`src/hcwh_pkg.sv`:
```
// Shared types, constants and the sat24 helper of the hexagonal cell handoff counter.
`timescale 1ns / 1ps
`default_nettype none
package hcwh_pkg;

	localparam logic [15:0] RADIUS_RESET  = 16'd8000;
	localparam logic [16:0] SQRT3_Q16     = 17'd113512;
	localparam logic [6:0]  MAX_CROSSINGS = 7'd64;
	localparam logic [2:0]  EDGE_NONE     = 3'd7;
	localparam logic [2:0]  EDGE_COUNT    = 3'd6;

	localparam logic [1:0] MODE_PLACE = 2'd0;
	localparam logic [1:0] MODE_MOVE  = 2'd1;
	localparam logic [1:0] MODE_FINAL = 2'd2;
	localparam logic [1:0] MODE_HOLD  = 2'd3;

	localparam logic [1:0] ST_OK      = 2'd0;
	localparam logic [1:0] ST_OUTSIDE = 2'd1;
	localparam logic [1:0] ST_LIMIT   = 2'd2;
	localparam logic [1:0] ST_NO_EDGE = 2'd3;

	localparam logic [1:0] ORI_ZERO = 2'd0;
	localparam logic [1:0] ORI_POS  = 2'd1;
	localparam logic [1:0] ORI_NEG  = 2'd2;

	localparam logic [3:0] OP_NOP    = 4'd0;
	localparam logic [3:0] OP_PREP1  = 4'd1;
	localparam logic [3:0] OP_PREP2  = 4'd2;
	localparam logic [3:0] OP_PREP3  = 4'd3;
	localparam logic [3:0] OP_PLACE  = 4'd4;
	localparam logic [3:0] OP_MOVE   = 4'd5;
	localparam logic [3:0] OP_INS    = 4'd6;
	localparam logic [3:0] OP_ODIFF  = 4'd7;
	localparam logic [3:0] OP_OMUL   = 4'd8;
	localparam logic [3:0] OP_OSGN   = 4'd9;
	localparam logic [3:0] OP_SHIFT  = 4'd10;
	localparam logic [3:0] OP_FINISH = 4'd11;

	typedef struct packed {
		logic [1:0]         mode;
		logic signed [23:0] start_x;
		logic signed [23:0] start_y;
		logic signed [23:0] step_dx;
		logic signed [23:0] step_dy;
	} item_in_t;

	typedef struct packed {
		logic signed [23:0] out_x;
		logic signed [23:0] out_y;
		logic [6:0]         step_handoffs;
		logic [31:0]        total_handoffs;
		logic [1:0]         status;
	} item_out_t;

	typedef struct packed {
		logic       load;
		logic [3:0] op;
		logic [1:0] k;
		logic [2:0] eidx;
		logic [6:0] count;
		logic [1:0] status;
	} dp_cmd_t;

	typedef struct packed {
		logic in_hex;
		logic crosses;
	} dp_stat_t;

	function automatic logic signed [23:0] sat24(input logic signed [25:0] v);
		logic signed [23:0] r;
		if (v > 26'sd8388607) begin
			r = 24'sh7FFFFF;
		end else if (v < -26'sd8388608) begin
			r = 24'sh800000;
		end else begin
			r = v[23:0];
		end
		return r;
	endfunction

endpackage
`default_nettype wire

```
`src/hcwh_ctrl.sv`:
```
// Controller: sequences each item, as its mode requires, through preparation, wrap search and result hand-over.
`timescale 1ns / 1ps
`default_nettype none
module hcwh_ctrl import hcwh_pkg::*; (
	input  logic       clk,
	input  logic       arst_n,
	input  logic       in_valid,
	output logic       in_ready,
	input  logic [1:0] in_mode,
	output logic       out_valid,
	input  logic       out_ready,
	input  dp_stat_t   stat,
	output dp_cmd_t    cmd
);

	localparam logic [3:0] S_IDLE  = 4'd0;
	localparam logic [3:0] S_PREP1 = 4'd1;
	localparam logic [3:0] S_PREP2 = 4'd2;
	localparam logic [3:0] S_PREP3 = 4'd3;
	localparam logic [3:0] S_PLACE = 4'd4;
	localparam logic [3:0] S_MOVE  = 4'd5;
	localparam logic [3:0] S_INS   = 4'd6;
	localparam logic [3:0] S_INCHK = 4'd7;
	localparam logic [3:0] S_ODIFF = 4'd8;
	localparam logic [3:0] S_OMUL  = 4'd9;
	localparam logic [3:0] S_OSGN  = 4'd10;
	localparam logic [3:0] S_EDGE  = 4'd11;
	localparam logic [3:0] S_SHIFT = 4'd12;
	localparam logic [3:0] S_DONE  = 4'd13;

	logic [3:0] state_q;
	logic [1:0] mode_q;
	logic [1:0] k_q;
	logic [2:0] eidx_q;
	logic [2:0] last_q;
	logic [6:0] count_q;
	logic [1:0] status_q;
	logic       out_valid_q;

	logic       accept;
	logic       fire;
	logic [2:0] skip;
	logic [2:0] efirst;
	logic [2:0] e1;
	logic [2:0] enext;

	assign accept   = in_valid && in_ready;
	assign in_ready = (state_q == S_IDLE);
	assign fire     = (state_q == S_DONE) && (!out_valid_q || out_ready);
	assign out_valid = out_valid_q;

	// The edge opposite the last one crossed is never tested
	always_comb begin
		if (last_q < 3'd3) begin
			skip = last_q + 3'd3;
		end else if (last_q < EDGE_COUNT) begin
			skip = last_q - 3'd3;
		end else begin
			skip = EDGE_NONE;
		end
	end

	assign efirst = (skip == 3'd0) ? 3'd1 : 3'd0;
	assign e1     = eidx_q + 3'd1;
	assign enext  = (e1 == skip) ? e1 + 3'd1 : e1;

	always_comb begin
		cmd.load   = accept;
		cmd.k      = k_q;
		cmd.eidx   = eidx_q;
		cmd.count  = count_q;
		cmd.status = status_q;
		case (state_q)
			S_PREP1: cmd.op = OP_PREP1;
			S_PREP2: cmd.op = OP_PREP2;
			S_PREP3: cmd.op = OP_PREP3;
			S_PLACE: cmd.op = OP_PLACE;
			S_MOVE:  cmd.op = OP_MOVE;
			S_INS:   cmd.op = OP_INS;
			S_ODIFF: cmd.op = OP_ODIFF;
			S_OMUL:  cmd.op = OP_OMUL;
			S_OSGN:  cmd.op = OP_OSGN;
			S_SHIFT: cmd.op = OP_SHIFT;
			S_DONE:  cmd.op = fire ? OP_FINISH : OP_NOP;
			default: cmd.op = OP_NOP;
		endcase
	end

	always_ff @(posedge clk or negedge arst_n) begin
		if (!arst_n) begin
			state_q     <= S_IDLE;
			mode_q      <= MODE_PLACE;
			k_q         <= '0;
			eidx_q      <= '0;
			last_q      <= EDGE_NONE;
			count_q     <= '0;
			status_q    <= ST_OK;
			out_valid_q <= 1'b0;
		end else begin
			if (out_valid_q && out_ready && !fire) begin
				out_valid_q <= 1'b0;
			end
			case (state_q)
				S_IDLE: begin
					if (accept) begin
						mode_q   <= in_mode;
						count_q  <= '0;
						status_q <= ST_OK;
						last_q   <= EDGE_NONE;
						case (in_mode)
							MODE_HOLD:  state_q <= S_DONE;
							MODE_FINAL: state_q <= S_MOVE;
							default:    state_q <= S_PREP1;
						endcase
					end
				end
				S_PREP1: state_q <= S_PREP2;
				S_PREP2: state_q <= S_PREP3;
				S_PREP3: state_q <= (mode_q == MODE_PLACE) ? S_PLACE : S_MOVE;
				S_PLACE: state_q <= S_INS;
				S_MOVE: begin
					if (mode_q == MODE_FINAL) begin
						count_q <= 7'd1;
						state_q <= S_DONE;
					end else begin
						state_q <= S_INS;
					end
				end
				S_INS: state_q <= S_INCHK;
				S_INCHK: begin
					if (stat.in_hex) begin
						state_q <= S_DONE;
					end else if (mode_q == MODE_PLACE) begin
						status_q <= ST_OUTSIDE;
						state_q  <= S_DONE;
					end else if (count_q >= MAX_CROSSINGS) begin
						status_q <= ST_LIMIT;
						state_q  <= S_DONE;
					end else begin
						eidx_q  <= efirst;
						k_q     <= '0;
						state_q <= S_ODIFF;
					end
				end
				S_ODIFF: state_q <= S_OMUL;
				S_OMUL:  state_q <= S_OSGN;
				S_OSGN: begin
					k_q     <= k_q + 2'd1;
					state_q <= (k_q == 2'd3) ? S_EDGE : S_ODIFF;
				end
				S_EDGE: begin
					if (stat.crosses) begin
						state_q <= S_SHIFT;
					end else if (enext >= EDGE_COUNT) begin
						status_q <= ST_NO_EDGE;
						state_q  <= S_DONE;
					end else begin
						eidx_q  <= enext;
						k_q     <= '0;
						state_q <= S_ODIFF;
					end
				end
				S_SHIFT: begin
					last_q  <= eidx_q;
					count_q <= count_q + 7'd1;
					state_q <= S_INS;
				end
				S_DONE: begin
					if (fire) begin
						out_valid_q <= 1'b1;
						state_q     <= S_IDLE;
					end
				end
				default: state_q <= S_IDLE;
			endcase
		end
	end

	a_edge_allowed: assert property (@(posedge clk) disable iff (!arst_n)
		(state_q == S_EDGE) |-> (eidx_q < EDGE_COUNT) && (eidx_q != skip))
		else $error("edge under test is out of range or opposite the last crossing");

	a_count_bound: assert property (@(posedge clk) disable iff (!arst_n)
		count_q <= MAX_CROSSINGS)
		else $error("handoff count passed the crossing limit");

	a_shift_counts: assert property (@(posedge clk) disable iff (!arst_n)
		(state_q == S_SHIFT) |=> (state_q == S_INS) && (count_q == $past(count_q) + 7'd1))
		else $error("shift did not count one handoff and recheck the position");

	a_accept_busy: assert property (@(posedge clk) disable iff (!arst_n)
		accept |=> (state_q != S_IDLE))
		else $error("accepted item did not start processing");

endmodule
`default_nettype wire

```
`config.mk`:
```
export PLATFORM = sky130hd
export DESIGN_NAME = hcwh_ctrl
export DESIGN_NICKNAME = d
export VERILOG_FILES = /design/src/hcwh_pkg.sv /design/src/hcwh_ctrl.sv
export SDC_FILE = /design/constraint.sdc
export NUM_CORES = 1
export LEC_CHECK = 0
export BUFFER_PORTS_ARGS = -buffer_cell sky130_fd_sc_hd__buf_2
export CORE_MARGIN = 2
export CORE_UTILIZATION = 63
export CTS_BUF_LIST = sky130_fd_sc_hd__clkbuf_4 sky130_fd_sc_hd__clkbuf_8
export CTS_CLUSTER_DIAMETER = 150
export DETAILED_ROUTE_END_ITERATION = 8
export GPL_TIMING_DRIVEN = 0
export MAX_ROUTING_LAYER = met4
export PLACE_DENSITY = 0.88
export SYNTH_ARGS = -nofsm -noshare
export SYNTH_HDL_FRONTEND = slang
export SYNTH_SLANG_ARGS = --single-unit
```
`constraint.sdc`:
```
create_clock -name clk -period 5.4 [get_ports clk]
set_clock_uncertainty 0.1 [all_clocks]
set_input_delay 0.81 -clock clk [delete_from_list [all_inputs] [get_ports clk]]
set_output_delay 0.81 -clock clk [all_outputs]
set_load 0.02 [all_outputs]
```
==> impl_results.md, run 1 <==
* Status: completed
* Post-Route Utilization at 0.7481
* # diodes at 0
* Worst Tran Pin Value at 0.8059 ns
* Max stage delay cell, worst path: dfstp_2
* Crit path launch type: register
* FF-to-FF setup slack at 2.32 ns
* Initial Utilization at 0.6730
* Clock buffer depth at 2
* Sequential area share after synthesis at 0.3229
* Worst Path Buf+Inv at 2
* Final Cell Area at 2081 um^2
* Largest net degree at the start of global routing at 25
* EDFF count, synth at 0
* H-tree depth at 1
* Nets at 279
* CP endpoint kind: register
* DRT iter0 DRCs at 102
* Fmax at 0.3251 GHz
* First-pass iteration count of the detailed router at 4
* I/O pin cnt at 29
* Cells after synthesis at 232
* Vias in the first global route at 1620
* Port Buffers at 28
* Critical path launch point: last_q[1]
* Mapped Nets at 246
* Total wire length at 4409 um
* Share of cells above drive strength 1 at 0.2045
* Die height at 58.51 um
* RR Endpoint: k_q[1]
* Power Density at 625.3 nW/um^2
* Clock Latency Late Sink at 0.31 ns
* Final setup viols at 0
* Worst path max stage delay at 0.55 ns
* CP arrival at 3.20 ns
* First-pass GRT wire length at 7189 um
* Row cnt at 19
* Reg-to-reg critical path startpoint: last_q[1]
* CTS Hold Buffers Added at 0
* Synth Flop Type: dfrtp_1
* Avg Inst Size Synth at 8.068 um^2
* Min-Delay Path Class: input port to asynchronous set/reset pin
* Mapped cell area at 1872 um^2
* Setup Fix Bufs, Post-CTS at 0
* Initial antenna violation count at 0
* Drt wl/cell at 14.95 um
* Relative slew margins at 0.4586
* Clock sink count at 24
* Die Wd at 58.51 um
* WP depth at 10
* Layout overhead on the synthesized area at 11.16%
* Die area at 3423 um^2
* Clk pin slew, worst setup/hold paths at 0.13 ns
* Total Power at 0.001301 W
* Global-route usage over all layers at 0.2746
* RePlAce Congestion at 1.018
* Num CTS Buffers at 3
* Number of synthesized register bits at 24
* Critical path fanouts, max at 8
* WP data required at 5.52 ns
* Routed Antenna Nets at 0
* Worst hold slack at 0.3575 ns
* Top cell type's share of synthesized area at 0.2807
* Residual DRC at 0
* Fin Setup TNS at 0 ns
* Total congestion overflow at 0
* Max-slew violation count at 0
* Placed inst area at 2051 um^2
* Leak Pwr at 0.9429 nW
* Root buf cell: clkbuf_4
* Final hold vios at 0
* Maxcap violations at 0
* RSZ-0062 raised after global routing: no
* CP cell instances: buf_2 > inv_1 > ha_1 > o21ba_1 > a221oi_2 > o21ai_2 > a21boi_4 > mux2i_2 > o211ai_1 > a32o_1
* CTS tree: done
* Synth unique cells at 58
* Post-synth top area cell: dfrtp_1
* Path type of the worst setup path: register to register
* Via Count at 1871
* Yosys synthesis warning count at 0
* Vias/cell at 6.342
* CP top delay family: compound AO/OA/AOI/OAI gates
* R2R depth at 10
* Area of the core at 2781 um^2
* Worst vdd ir at 564.7 uV
* Ys async rst share at 1.000
* Detail Placement HPWL at 3271 um
* CP Capture Point: k_q[1]
* Post-CTS Resized at 0
* Synth top area cells: dfrtp_1 (28%), o21ai_0 (8.0%), nand2_1 (5.6%)
* Min cycle time layout at 3.076 ns
* Tcrit/Tclk final at 0.5696
-- stage by stage --
| stage | setup WS [ns] | instances |
|---|---|---|
| detailed placement | 2.351 | 291 |
| global placement | 2.408 | 291 |
| finish | 2.324 | 295 |
| global route | 2.136 | 295 |
| CTS | 2.330 | 295 |
| floorplan | 2.636 | 232 |
-- sequential cells by signal, summed over array words and instances, names as in the netlist --
| signal | cells |
|---|---|
| k_q | 2 |
| mode_q | 2 |
| last_q | 3 |
| out_valid | 1 |
| eidx_q | 3 |
| status_q | 2 |
| count_q | 7 |
| state_q | 4 |
-- kinds of logic (layout without fill, tap and decap cells) --
family          Yosys count  count (layout)  synth area share
mux                       5               5           0.03342
xor+xnor                  7               7           0.03275
buf+inv                  20              52           0.04879
fa+ha+maj                 6               6           0.04011
flops                    24              24            0.3229
simple gates             82              82            0.2012
compound gates           88              88            0.3209
-- cells in the final DEF, fill, tap and decap left out, types with 3 or more instances in the layout --
master,count
o21ai_0,30
buf_2,29
nand2_1,28
nor2_1,24
dfrtp_1,21
a21oi_1,13
inv_1,10
nand3_1,9
nand2b_1,6
ha_1,6
xnor2_1,5
o211ai_1,5
clkbuf_1,4
and3_1,4
clkbuf_4,4
nor3_1,3
mux2_2,3
o21ai_1,3
o22ai_1,3
dfstp_2,3
-- routing by layer --
layer	share of wire	up-vias	global-route usage
met2	0.46	71	0.4302
li1	-	907	-
met3	0.053	16	0.04176
met4	0.022	0	0.07309
met1	0.47	877	0.3729
met5	0	-	-
-- worst min path at each step --
stage,startpoint,to,slack (ns)
2_1_floorplan,mode_q[1],mode_q[1],0.40
3_3_place_gp,status_q[0],status_q[0],0.37
3_5_place_dp,status_q[0],status_q[0],0.37
4_1_cts,arst_n,k_q[1],0.38
5_1_grt,arst_n,k_q[1],0.39
6_report,arst_n,k_q[1],0.36
-- synth_stat cells, drive strengths merged, types with 3 or more instances --
cell / n
buf: 6
and2: 3
inv: 10
xnor2: 5
o21ai: 34
ha: 6
clkbuf: 4
nor3: 4
dfrtp: 21
dfstp: 3
nand2b: 6
nand3: 9
nor2: 24
and3: 4
a21oi: 14
a21o: 3
o211ai: 5
o22ai: 3
o31ai: 3
nand2: 28
mux2: 4
-- cell type report --
cell class	count	area (um^2)
multi-input combinational	188	1176
fill	243	700.7
sequential	24	604.3
timing repair buffer	28	140.1
buffer	10	53.80
tap	31	38.79
inverter	10	37.54
clock buffer	4	30.03
-- where the power goes --
group | total [W] | switching (W) | internal [W] | leakage, nW
Sequential | 0.000319 | 0.0000709 | 0.000248 | 0.305
Clock | 0.0000859 | 0.0000521 | 0.0000338 | 0.0184
Combinational | 0.000896 | 0.000538 | 0.000358 | 0.619
Total | 0.00130 | 0.000661 | 0.000640 | 0.943
No activity file was read; power rests on OpenSTA's default activity.
==> inputs of run 2 (changes only) <==
- CORE_UTILIZATION: 63 -> 59
- PLACE_DENSITY: 0.88 -> 0.83
- clock period: 5.4 -> 2.9 ns (I/O delays scaled with it)
==> run 2 against run 1 <==
Compared with the run above: fmax rose by 9.1%; core utilization fell by 1.7 points; global-route usage rose by 0.63 points; critical path depth did not move; register-to-register slack got worse by 2.2 ns; wire length rose by 6.9%; count of clock-buffer cells in the layout did not move; non-clock buffer count rose by 11; die area rose by 6.3%; worst hold slack got worse by 0.079 ns; highest routed layer unchanged.
==> impl_results.md, run 2 (synthesis gave the netlist of run 1 again) <==
* Total congestion overflow at 0
* # diodes at 0
* Initial antenna violation count at 0
* Share of cells above drive strength 1 at 0.2473
* Sequential power share at 0.228
* Crit path launch type: register
* Root buf cell: clkbuf_4
* Largest registers: count_q x7, state_q x4
* I/O pin cnt at 29
* Final WS setup at 0.08029 ns
* Vias/cell at 5.918
* CP arrival at 2.93 ns
* Comb power frac at 0.710
* Routed Antenna Nets at 0
* Detail Placement HPWL at 3382 um
* Nets at 290
* Relative slew margins at 0.4212
* Final setup viols at 0
* Reg-to-reg critical path startpoint: eidx_q[0]
* Critical path launch point: eidx_q[0]
* Critical path fanouts, max at 9
* Vias in the first global route at 1690
* Num CTS Buffers at 3
* Port Buffers at 28
* Leak Pwr at 0.9932 nW
* Tcrit/Tclk final at 0.9723
* Int Power at 0.001310 W
* Worst Tran Pin Value at 0.8616 ns
* Status: completed
* Clk pin slew, worst setup/hold paths at 0.14 ns
* Final Cell Area at 2215 um^2
* Post-place setup slack at -0.1549 ns
* Initial Utilization at 0.6182
* Psw at 0.001299 W
* RePlAce Congestion at 0.9448
* Max-slew violation count at 0
* First-pass GRT wire length at 7514 um
* DRT iter0 DRCs at 125
* Total wire length at 4712 um
* First-pass iteration count of the detailed router at 4
* Worst vdd ir at 540.9 uV
* Area of the core at 3028 um^2
* Power Density at 1178 nW/um^2
* Global-route usage over all layers at 0.2808
* Min cycle time layout at 2.820 ns
* Row cnt at 20
* Fmax at 0.3546 GHz
* Final hold vios at 0
* Commonest non-fill, non-tap cells in the layout: o21ai_0 (30), nand2_1 (28), buf_2 (28)
* Clock buffer depth at 2
* Placed inst area at 2067 um^2
* Max reg flops at 7
* Die height at 60.33 um
* Maxcap violations at 0
* Die area at 3639 um^2
* H-tree depth at 1
* Layout overhead on the synthesized area at 18.32%
* Residual DRC at 0
* WP data required at 3.01 ns
* Via Count at 1888
* Clock Latency Late Sink at 0.32 ns
* Min-Delay Path Class: input port to register
* CTS tree: done
* Fillers at 259
* Die Wd at 60.33 um
* Top reg by flops: count_q
* Min-delay src: in_mode[0]
* Most common cell after layout, fill and taps aside: o21ai_0
* RSZ-0062 raised after global routing: yes
* Sw Share at 0.4979
* Path type of the worst setup path: register to register
* CP endpoint kind: register
* Clock sink count at 24
* Largest net degree at the start of global routing at 25
* Clk pwr share at 0.062
* Drt wl/cell at 14.77 um
[run 2: final cells by class]
type / count / area [um^2] / area share
Multi-Input combinational cell: 188 / 1206 / 0.5446
Timing Repair Buffer: 40 / 232.7 / 0.1051
Tap cell: 44 / 55.05 / 0.02486
Buffer: 9 / 48.80 / 0.02203
Sequential cell: 24 / 604.3 / 0.2729
Clock buffer: 4 / 30.03 / 0.01356
Inverter: 10 / 37.54 / 0.01695
[run 2: final timing paths]
| path | endpoint | slack (ns) | cells past startpoint |
|---|---|---|---|
| max reg2reg | eidx_q[1] | 0.08 | 10 |
| max in group asynchronous | last_q[2] | 1.77 | 2 |
| min | mode_q[0] | 0.28 | 2 |
| min reg2reg | status_q[0] | 0.39 | 2 |
| min in group asynchronous | state_q[3] | 0.54 | 2 |
| max | eidx_q[1] | 0.08 | 10 |
[run 2: per-layer routing]
metal  vias to the layer above  part of all wire  routed length (um)  global-route usage
met5                         -                 0                   0                   -
met4                         0             0.015                  71              0.1048
met3                         8             0.048                 225             0.03680
met2                        60              0.48                2265              0.4425
met1                       881              0.46                2149              0.3677
li1                        939                 -                   -                   -
[run 2: critical path, cell delays in order, from the launching register on]
cell and delay, ns:
dfrtp_1 0.45, inv_2 0.09, ha_1 0.30, buf_6 0.14
o21ba_1 0.19, a221oi_2 0.35, o21ai_2 0.15, a21boi_4 0.22
mux2_2 0.40, a21oi_1 0.18, o211ai_1 0.13
[run 2: power groups by stage]
stage | logic [W] | registers (W) | clock network (W)
final | 0.00185 | 0.000594 | 0.000163
after global placement | 0.00161 | 0.000593 | 0
after floorplan | 0.00125 | 0.000627 | 0
after global routing | 0.00204 | 0.000606 | 0.000182
after CTS | 0.00170 | 0.000604 | 0.000168
after detailed placement | 0.00166 | 0.000597 | 0
[run 2: repair_timing]
| item | 4_1_cts | 5_1_grt |
|---|---|---|
| pin swaps | 3 | 4 |
| hold buffers | 1 | 0 |
| setup buffers | 2 | 9 |
| endpoints found under the setup margin | 9 | 9 |
| cloned | 0 | 0 |
| resized for setup | 3 | 3 |
| endpoints found under the hold margin | 21 | 0 |
[run 2: through the flow]
stage            util  setup TNS [ns]  total power, W  std cells  hold WS [ns]
2_1_floorplan       -               0        0.001879        232       0.03941
3_3_place_gp   0.6826         -0.3661        0.002207        304        0.3485
3_5_place_dp   0.6826         -0.7438        0.002253        304        0.3504
4_1_cts        0.7062               0        0.002476        310        0.2650
5_1_grt        0.7314        -0.08607        0.002831        319        0.2573
6_report       0.7314               0        0.002609        319        0.2780
